**src/rtl/dss_pkg.sv**
```systemverilog
// ----------------------------------------------------------------------------
// Delimiter stream splitter package
// Shared types, register indexes and helpers for the splitter and its cells.
// ----------------------------------------------------------------------------
package dss_pkg;

    localparam int BYTE_W     = 8;
    localparam int PAT_BYTES  = 8;
    localparam int CFG_DATA_W = PAT_BYTES * BYTE_W;
    localparam int LEN_W      = 4;

    typedef logic [BYTE_W-1:0]     t_byte;
    typedef logic [CFG_DATA_W-1:0] t_pat;
    typedef logic [LEN_W-1:0]      t_len;
    typedef logic [0:0]            t_cfg_idx;

    // Configuration register indexes.
    localparam t_cfg_idx REG_DELIM_BYTES = 1'b0;
    localparam t_cfg_idx REG_DELIM_LEN   = 1'b1;

    // One result beat.
    typedef struct packed {
        t_byte out_byte;
        logic  piece_end;
        logic  string_end;
    } t_res;

    typedef enum logic [1:0] {
        S_RUN,
        S_TRIM,
        S_FLUSH
    } t_state;

    // Byte i of the delimiter pattern, first byte in bits 7:0.
    function automatic t_byte pat_byte(input t_pat pat, input logic [2:0] idx);
        pat_byte = pat[{idx, 3'b000} +: BYTE_W];
    endfunction

endpackage

```
**src/rtl/dss_in_if.sv**
```systemverilog
// ----------------------------------------------------------------------------
// Splitter input channel
// Valid/ready channel carrying one string byte and its end-of-string flag.
// ----------------------------------------------------------------------------
interface dss_in_if;
    import dss_pkg::*;

    logic  valid;
    logic  ready;
    t_byte in_byte;
    logic  is_last;

    modport source (output valid, output in_byte, output is_last, input ready);
    modport sink   (input valid, input in_byte, input is_last, output ready);
endinterface

```
**src/rtl/dss_out_if.sv**
```systemverilog
// ----------------------------------------------------------------------------
// Splitter output channel
// Valid/ready channel carrying one piece byte with its end markers.
// ----------------------------------------------------------------------------
interface dss_out_if;
    import dss_pkg::*;

    logic  valid;
    logic  ready;
    t_byte out_byte;
    logic  piece_end;
    logic  string_end;

    modport source (output valid, output out_byte, output piece_end, output string_end,
                    input ready);
    modport sink   (input valid, input out_byte, input piece_end, input string_end,
                    output ready);
endinterface

```
**src/rtl/dss_cell.sv**
```systemverilog
// ----------------------------------------------------------------------------
// Splitter window cell
// Holds one byte of the hold window, passes it to the next cell on a shift
// and compares the byte it would hold against its expected pattern byte.
// ----------------------------------------------------------------------------
module dss_cell (
    input  logic          i_clk,
    input  logic          i_shift,
    input  dss_pkg::t_byte i_byte,
    input  dss_pkg::t_byte i_exp,
    output dss_pkg::t_byte o_q,
    output dss_pkg::t_byte o_view,
    output logic          o_hit
);
    import dss_pkg::*;

    t_byte r_q;

    always_ff @(posedge i_clk) begin
        if (i_shift) begin
            r_q <= i_byte;
        end
    end

    // The view is the content this cell holds once the current beat is in.
    assign o_view = i_shift ? i_byte : r_q;
    assign o_hit  = (o_view == i_exp);
    assign o_q    = r_q;

endmodule

```
**src/rtl/dss_obuf.sv**
```systemverilog
// ----------------------------------------------------------------------------
// Splitter output buffer
// Two-entry result buffer that drives the output channel and lets the core
// keep working while one finished beat waits for the receiver.
// ----------------------------------------------------------------------------
module dss_obuf (
    input  logic         i_clk,
    input  logic         i_rst_n,
    input  logic         i_push,
    input  dss_pkg::t_res i_res,
    output logic         o_full,
    dss_out_if.source    o_out
);
    import dss_pkg::*;

    t_res       r_ent [2];
    logic [1:0] r_cnt;
    logic [1:0] n_cnt;
    logic       w_pop;
    logic       w_wpos;

    assign w_pop  = (r_cnt != 2'd0) && o_out.ready;
    assign w_wpos = (r_cnt == 2'd2) || ((r_cnt == 2'd1) && !w_pop);
    assign n_cnt  = r_cnt + {1'b0, i_push} - {1'b0, w_pop};

    always_ff @(posedge i_clk) begin
        if (!i_rst_n) begin
            r_cnt <= 2'd0;
        end else begin
            r_cnt <= n_cnt;
        end
    end

    // A new beat written to the head takes precedence over the shift.
    always_ff @(posedge i_clk) begin
        if (i_push && !w_wpos) begin
            r_ent[0] <= i_res;
        end else if (w_pop) begin
            r_ent[0] <= r_ent[1];
        end
        if (i_push && w_wpos) begin
            r_ent[1] <= i_res;
        end
    end

    assign o_full           = (r_cnt == 2'd2);
    assign o_out.valid      = (r_cnt != 2'd0);
    assign o_out.out_byte   = r_ent[0].out_byte;
    assign o_out.piece_end  = r_ent[0].piece_end;
    assign o_out.string_end = r_ent[0].string_end;

endmodule

```
**src/rtl/delimiter_stream_splitter_core.sv**
```systemverilog
// ----------------------------------------------------------------------------
// Delimiter stream splitter
// Cuts a byte stream into pieces at a configured delimiter of 1 to 8 bytes.
// ----------------------------------------------------------------------------
// Usage: string bytes enter on i_in, one beat per byte, is_last on the final
// byte. Bytes leave on o_out with splitting delimiters removed; piece_end marks
// the last byte of each piece, string_end the last byte of the string.
// The delimiter pattern and length are written on the i_cfg_* port while the
// block is idle. Within a string the block takes one byte per cycle while the
// output buffer has room and no trim or flush runs. A byte is held in the row
// of window cells until L further bytes have arrived (L is the delimiter
// length), then leaves through the two-entry output buffer. On the last byte
// of a string the held bytes are flushed, one per cycle while the buffer has
// room, stalling i_in until the window is empty; after a shortened delimiter
// length the next beat first trims the surplus held bytes. The buffer takes a
// new result while an earlier one still waits, so a receiver stall reaches i_in
// only once both entries are full. Reset is synchronous: it empties the window
// and the output buffer and sets the delimiter to one zero byte.
// ----------------------------------------------------------------------------
module delimiter_stream_splitter_core #(
    parameter int MAX_DELIM_BYTES = 8
) (
    input  logic                 i_clk,
    input  logic                 i_rst_n,
    input  logic                 i_cfg_we,
    input  dss_pkg::t_cfg_idx    i_cfg_idx,
    input  dss_pkg::t_pat        i_cfg_data,
    dss_in_if.sink               i_in,
    dss_out_if.source            o_out
);
    import dss_pkg::*;

    localparam int WIN = MAX_DELIM_BYTES + 1;
    localparam int CW  = $clog2(MAX_DELIM_BYTES + 2);
    localparam int IW  = $clog2(WIN);

    // Configuration.
    t_pat   r_delim;
    t_len   r_len;

    // Control state.
    t_state        r_state;
    t_state        n_state;
    logic [CW-1:0] r_cnt;
    logic [CW-1:0] n_cnt;
    logic          r_stopped;
    logic          n_stopped;
    logic          r_last;
    logic          n_last;

    logic          w_accept;
    logic          w_ofull;
    logic          w_emit;
    t_res          w_res;
    logic [CW-1:0] w_len;
    logic [CW-1:0] w_lenp1;
    logic [CW-1:0] w_c;
    logic [CW-1:0] w_cm1;
    logic          w_lastv;
    logic          w_all;
    t_byte         w_old;

    t_byte         w_q    [WIN];
    t_byte         w_view [WIN];
    logic [WIN-1:0] w_hit;
    logic [WIN-1:0] w_use;

    always_ff @(posedge i_clk) begin
        if (!i_rst_n) begin
            r_delim <= '0;
            r_len   <= t_len'(1);
        end else if (i_cfg_we) begin
            unique case (i_cfg_idx)
                REG_DELIM_BYTES: r_delim <= i_cfg_data;
                REG_DELIM_LEN:   r_len   <= i_cfg_data[LEN_W-1:0];
                default:         r_delim <= r_delim;
            endcase
        end
    end

    // Effective length: zero acts as one, values above MAX_DELIM_BYTES as the maximum.
    always_comb begin
        if (r_len == '0) begin
            w_len = CW'(1);
        end else if (r_len > t_len'(MAX_DELIM_BYTES)) begin
            w_len = CW'(MAX_DELIM_BYTES);
        end else begin
            w_len = CW'(r_len);
        end
    end
    assign w_lenp1 = w_len + CW'(1);

    assign i_in.ready = (r_state == S_RUN) && !w_ofull;
    assign w_accept   = i_in.valid && i_in.ready;

    // Cell 0 holds the newest byte; the oldest held byte sits in cell count-1.
    for (genvar k = 0; k < WIN; k++) begin : g_cell
        t_byte w_exp;
        t_byte w_in;

        assign w_use[k] = (CW'(k) < w_len);
        assign w_exp    = pat_byte(r_delim, 3'(w_len - CW'(1) - CW'(k)));

        if (k == 0) begin : g_head
            assign w_in = i_in.in_byte;
        end else begin : g_body
            assign w_in = w_q[k-1];
        end

        dss_cell u_cell (
            .i_clk  (i_clk),
            .i_shift(w_accept),
            .i_byte (w_in),
            .i_exp  (w_exp),
            .o_q    (w_q[k]),
            .o_view (w_view[k]),
            .o_hit  (w_hit[k])
        );
    end

    assign w_c     = w_accept ? r_cnt + CW'(1) : r_cnt;
    assign w_cm1   = w_c - CW'(1);
    assign w_lastv = w_accept ? i_in.is_last : r_last;
    assign w_all   = &(w_hit | ~w_use);
    assign w_old   = w_view[w_cm1[IW-1:0]];

    always_ff @(posedge i_clk) begin
        if (!i_rst_n) begin
            r_state   <= S_RUN;
            r_cnt     <= '0;
            r_stopped <= 1'b0;
            r_last    <= 1'b0;
        end else begin
            r_state   <= n_state;
            r_cnt     <= n_cnt;
            r_stopped <= n_stopped;
            r_last    <= n_last;
        end
    end

    always_comb begin
        logic v_eval;
        logic v_match;

        v_eval    = 1'b0;
        v_match   = !r_stopped && (w_c >= w_len) && w_all;
        n_state   = r_state;
        n_cnt     = r_cnt;
        n_stopped = r_stopped;
        n_last    = r_last;
        w_emit    = 1'b0;
        w_res     = '{out_byte: w_old, piece_end: 1'b0, string_end: 1'b0};

        unique case (r_state)
            S_RUN: begin
                if (w_accept) begin
                    if (w_c > w_lenp1) begin
                        // Window longer than the new delimiter allows: trim first.
                        n_state = S_TRIM;
                        n_cnt   = w_c;
                        n_last  = w_lastv;
                    end else begin
                        v_eval = 1'b1;
                    end
                end
            end
            S_TRIM: begin
                if (!w_ofull) begin
                    if (w_c > w_lenp1) begin
                        w_emit = 1'b1;
                        n_cnt  = w_cm1;
                    end else begin
                        v_eval = 1'b1;
                    end
                end
            end
            S_FLUSH: begin
                if (!w_ofull) begin
                    w_emit           = 1'b1;
                    w_res.piece_end  = (w_c == CW'(1));
                    w_res.string_end = (w_c == CW'(1));
                    n_cnt            = w_cm1;
                    if (w_c == CW'(1)) begin
                        n_state = S_RUN;
                    end
                end
            end
            default: begin
                n_state = S_RUN;
            end
        endcase

        if (v_eval) begin
            n_state = S_RUN;
            if (v_match && (w_c != w_len) && !w_lastv) begin
                // Split: the byte before the delimiter closes the piece.
                w_emit          = 1'b1;
                w_res.piece_end = 1'b1;
                n_cnt           = '0;
            end else if (w_lastv) begin
                w_emit           = 1'b1;
                w_res.piece_end  = (w_c == CW'(1));
                w_res.string_end = (w_c == CW'(1));
                n_cnt            = w_cm1;
                n_stopped        = 1'b0;
                if (w_c != CW'(1)) begin
                    n_state = S_FLUSH;
                end
            end else begin
                n_stopped = r_stopped || v_match;
                if (w_c > w_len) begin
                    w_emit = 1'b1;
                    n_cnt  = w_cm1;
                end else begin
                    n_cnt = w_c;
                end
            end
        end
    end

    dss_obuf u_obuf (
        .i_clk  (i_clk),
        .i_rst_n(i_rst_n),
        .i_push (w_emit),
        .i_res  (w_res),
        .o_full (w_ofull),
        .o_out  (o_out)
    );

`ifndef SYNTH
    // A result is only produced when the output buffer has room.
    a_no_overflow: assert property (@(posedge i_clk) disable iff (!i_rst_n)
        w_emit |-> !w_ofull)
        else $error("result produced while output buffer full");

    // The end of a flush leaves an empty window and splitting enabled.
    a_flush_done: assert property (@(posedge i_clk) disable iff (!i_rst_n)
        (r_state == S_FLUSH && n_state == S_RUN) |=> (r_cnt == '0 && !r_stopped))
        else $error("flush ended with bytes held or splitting stopped");

    // The window never holds more bytes than it has cells.
    a_cnt_range: assert property (@(posedge i_clk) disable iff (!i_rst_n)
        r_cnt <= CW'(WIN))
        else $error("hold count beyond window size");

    // A string end on the output always closes a piece as well.
    a_end_marks: assert property (@(posedge i_clk) disable iff (!i_rst_n)
        (w_emit && w_res.string_end) |-> w_res.piece_end)
        else $error("string end without piece end");
`endif

endmodule
```
**src/flat_wrapper.sv**
```systemverilog
// flat-port wrapper written by rule: the top's interface ports become plain ports
module delimiter_stream_splitter_core_flat import dss_pkg::*;
#(
    parameter int MAX_DELIM_BYTES = 8
)
  (i_clk, i_rst_n, i_cfg_we, i_cfg_idx, i_cfg_data, i_in_valid, i_in_in_byte, i_in_is_last, i_in_ready, o_out_valid, o_out_out_byte, o_out_piece_end, o_out_string_end, o_out_ready);
  dss_in_if i_in_i ();
  dss_out_if o_out_i ();
  input  logic i_clk;
  input  logic i_rst_n;
  input  logic i_cfg_we;
  input  dss_pkg::t_cfg_idx i_cfg_idx;
  input  dss_pkg::t_pat i_cfg_data;
  input wire logic [$bits(i_in_i.valid)-1:0] i_in_valid;
  input wire logic [$bits(i_in_i.in_byte)-1:0] i_in_in_byte;
  input wire logic [$bits(i_in_i.is_last)-1:0] i_in_is_last;
  output wire logic [$bits(i_in_i.ready)-1:0] i_in_ready;
  output wire logic [$bits(o_out_i.valid)-1:0] o_out_valid;
  output wire logic [$bits(o_out_i.out_byte)-1:0] o_out_out_byte;
  output wire logic [$bits(o_out_i.piece_end)-1:0] o_out_piece_end;
  output wire logic [$bits(o_out_i.string_end)-1:0] o_out_string_end;
  input wire logic [$bits(o_out_i.ready)-1:0] o_out_ready;
  assign i_in_i.valid = i_in_valid;
  assign i_in_i.in_byte = i_in_in_byte;
  assign i_in_i.is_last = i_in_is_last;
  assign i_in_ready = i_in_i.ready;
  assign o_out_valid = o_out_i.valid;
  assign o_out_out_byte = o_out_i.out_byte;
  assign o_out_piece_end = o_out_i.piece_end;
  assign o_out_string_end = o_out_i.string_end;
  assign o_out_i.ready = o_out_ready;
  delimiter_stream_splitter_core #(.MAX_DELIM_BYTES(MAX_DELIM_BYTES)) u_core (.i_clk(i_clk), .i_rst_n(i_rst_n), .i_cfg_we(i_cfg_we), .i_cfg_idx(i_cfg_idx), .i_cfg_data(i_cfg_data), .i_in(i_in_i), .o_out(o_out_i));
endmodule
```
**config.mk**
```make
export PLATFORM = sky130hd
export DESIGN_NAME = delimiter_stream_splitter_core_flat
export DESIGN_NICKNAME = d
export VERILOG_FILES = /design/src/rtl/dss_pkg.sv /design/src/rtl/dss_in_if.sv /design/src/rtl/dss_out_if.sv /design/src/rtl/dss_cell.sv /design/src/rtl/dss_obuf.sv /design/src/rtl/delimiter_stream_splitter_core.sv /design/src/flat_wrapper.sv
export SDC_FILE = /design/constraint.sdc
export NUM_CORES = 1
export LEC_CHECK = 0
export BUFFER_PORTS_ARGS = -buffer_cell sky130_fd_sc_hd__buf_4
export CORE_MARGIN = 5
export CORE_UTILIZATION = 52
export CTS_CLUSTER_DIAMETER = 80
export CTS_CLUSTER_SIZE = 16
export DETAILED_ROUTE_END_ITERATION = 8
export MAX_ROUTING_LAYER = met4
export PLACE_DENSITY = 0.73
export SYNTH_ARGS = -nofsm -noshare
export SYNTH_HDL_FRONTEND = slang
export SYNTH_SLANG_ARGS = --single-unit
export TNS_END_PERCENT = 50
```
**constraint.sdc**
```tcl
create_clock -name i_clk -period 17.2 [get_ports i_clk]
set_clock_uncertainty 0.2 [all_clocks]
set_input_delay 4.3 -clock i_clk [delete_from_list [all_inputs] [get_ports i_clk]]
set_output_delay 4.3 -clock i_clk [all_outputs]
set_load 0.03 [all_outputs]
```
==> flow_metrics.tcl <==
set metrics [dict create \
    cts-root-buf "clkbuf_16" \
    syn_area_per_cell_um2 8.96 \
    worstPathCellList "buf_4 > nand2_1 > nor2_4 > buf_4 > nand2_1 > xor2_1 > inv_1 > ha_1 > o21a_1 > o31a_1 > o21ai_0 > o211ai_1 > buf_4 > a2bb2oi_1 > inv_1 > a21oi_1 > o221ai_1" \
    antenna_found_initial 0 \
    ant_nets 0 \
    tns_ps 0 \
    synth.largest_area_cell "dfxtp_1" \
    outcome "finished clean" \
    first_pass_iters 9 \
    grt_max_degree 79 \
    post-cts-setup-buffers 0 \
    tightest_slew_ps 1040 \
    synthArstFlopShare_pct 0 \
    rsz0062_at_grt "false" \
    htreeDepth 4 \
    synth_nets 1472 \
    cp.required_ps 17070 \
    area_growth_pct 11.2 \
    path_class "input pin to flop" \
    final_hold_viol_count 0 \
    io_buffer_count 90 \
    routed_wl_mm 34.5 \
    drive_gt1_share_pct 17.7 \
    worstSetupStartpointType "input pin" \
    total_power_uw 2200 \
    syn_inst 1373 \
    netlist_area_mm2 0.0123 \
    die_h_um 164 \
    p_leak_uw 0.00576 \
    nets 1497 \
    crit_arrival_ps 9090 \
    grt_remaining_overflow 0 \
    hold_path.class "flop to flop" \
    holdBufCountCts 0 \
    grtUsageTotal_pct 26.6 \
    synth_top_area_share_pct 24.4 \
    clkLatencyLatePin_ps 450 \
    grt_pass1_wl_mm 55.1 \
    yosysWarnings 0 \
    critPathMostFrequentCell "buf_4" \
    ys_types 71 \
    p_per_area_mw_per_mm2 161 \
    yosysSeqAreaShare_pct 29.3 \
    die_area_mm2 0.0268 \
    synth_commonest_cells "184 x nand2_1, 158 x mux2i_1, 150 x dfxtp_1" \
    dr.first_iter.drc_count 1361 \
    cts_num_sinks 170 \
    boundaryPins 91 \
    start_util_pct 52.6 \
    finalCritPeriodShare_pct 53.6 \
    wire_per_inst_um 19.9 \
    synthTopCellsByArea "dfxtp_1 24%, mux2i_1 13%, mux4_2 8.2%" \
    crit_fanout 59 \
    slowest_delay_ps 800 \
    vias 10600 \
    end_kind "flop" \
    rows 56 \
    die_x_um 164 \
    synth_most_common_cell "nand2_1" \
    gp_congestion 0.969 \
    cts_resized 0 \
    drc 0 \
    clkTransAtPathRegs_ps 70 \
    cts_tree "built" \
    cp_slowest_cell "buf_4" \
    synthFlopType "dfxtp_1" \
    ys_ff_latch 170 \
    clk_path_buf_depth 2 \
    numCtsBuffers 17 \
    cap_viol_max_count 0 \
    antenna_cells 0 \
    core_mm2 0.0234 \
    finalCriticalPeriod_ps 9230 \
    ir_drop_mv 0.0905 \
    synth_edf_count 20 \
    viasPerCell 6.15 \
    setup_viol 0 \
    grt_pass1_vias 10000 \
    max_slew_margin_pct 30.5 \
    slew_viol_final 0 \
    fmax_ghz 0.108 \
    hpwl_mm 25.1 \
]
routing by layer:
layer | track usage [%] | up-vias | share of wire, %
met5 | - | - | 0
met4 | 10.1 | 0 | 3.6
met3 | 4.62 | 78 | 8.3
met2 | 38.5 | 510 | 43
met1 | 37.4 | 5009 | 45
li1 | - | 5047 | -
power breakdown:
group | internal (uW) | switching [uW]
sequential | 557 | 72.2
clock | 211 | 189
combinational | 503 | 666
critical path, delay by kind of cell:
kind / cells / cell delay (ps)
AND/OR/NAND/NOR: 3 / 730
XOR/XNOR: 1 / 380
adder cells (fa/ha/maj): 1 / 350
AO/OA/AOI/OAI: 7 / 1950
buffers and inverters: 5 / 1380
final timing paths:
path                                   from  slack [ps]                             end  cells past startpoint
max                              i_in_valid        7970       u_core.u_obuf.r_ent[0][7]                     17
min          u_core.g_cell[8].u_cell.o_q[7]         310  u_core.g_cell[8].u_cell.o_q[7]                      2
max reg2reg                 u_core.r_len[1]       10980       u_core.u_obuf.r_ent[0][1]                     17
min reg2reg  u_core.g_cell[8].u_cell.o_q[7]         310  u_core.g_cell[8].u_cell.o_q[7]                      2
sequential cells by signal, indices dropped and copies added (netlist names):
| register | count |
|---|---|
| u_core.r_cnt | 4 |
| u_core.g_cell.u_cell.o_q | 72 |
| u_core.r_len | 4 |
| u_core.r_last | 1 |
| u_core.u_obuf.r_cnt | 2 |
| u_core.u_obuf.r_ent | 20 |
| u_core.r_state | 2 |
| u_core.r_delim | 64 |
| u_core.r_stopped | 1 |
stage by stage:
step | util [%] | setup WS [ps] | hold WS (ps) | instance area, um2 | cells
after global routing | 58.4 | 7510 | 350 | 13700 | 1730
final | 58.4 | 7970 | 312 | 13700 | 1730
after CTS | 58.4 | 7970 | 306 | 13700 | 1730
after global placement | 55.8 | 7590 | 277 | 13100 | 1698
after floorplan | - | 8780 | 250 | 12300 | 1373
after detailed placement | 55.8 | 7500 | 278 | 13100 | 1698
cell usage in the layout (no fill, tap or decap), types with 45 or more instances in the layout:
cell and n:
mux4_2 45, mux2i_1 158, mux2_2 45, dfxtp_1 150
a21boi_0 70, inv_1 80, a21oi_1 48, nand2_1 184
o21ai_0 45, buf_4 111
cells by family (layout without fill, tap and decap cells):
kind of cell	count (synthesis)	count (layout)	synth area share, %
AO/OA/AOI/OAI	321	321	18.3
XOR/XNOR	56	56	4.16
adder cells (fa/ha/maj)	20	20	2.03
buffers and inverters	187	225	6.65
flip-flops	170	170	29.3
multiplexers	249	249	25.3
AND/OR/NAND/NOR	370	370	14.2
layout make-up:
| class | count | area [um2] |
|---|---|---|
| Inverter | 82 | 308 |
| Clock buffer | 17 | 425 |
| Multi-Input combinational cell | 1016 | 7910 |
| Sequential cell | 170 | 3600 |
| Tap cell | 319 | 399 |
| Fill cell | 2102 | 9730 |
| Timing Repair Buffer | 111 | 833 |
| Clock inverter | 15 | 193 |
(Power assumes the default switching activity.)
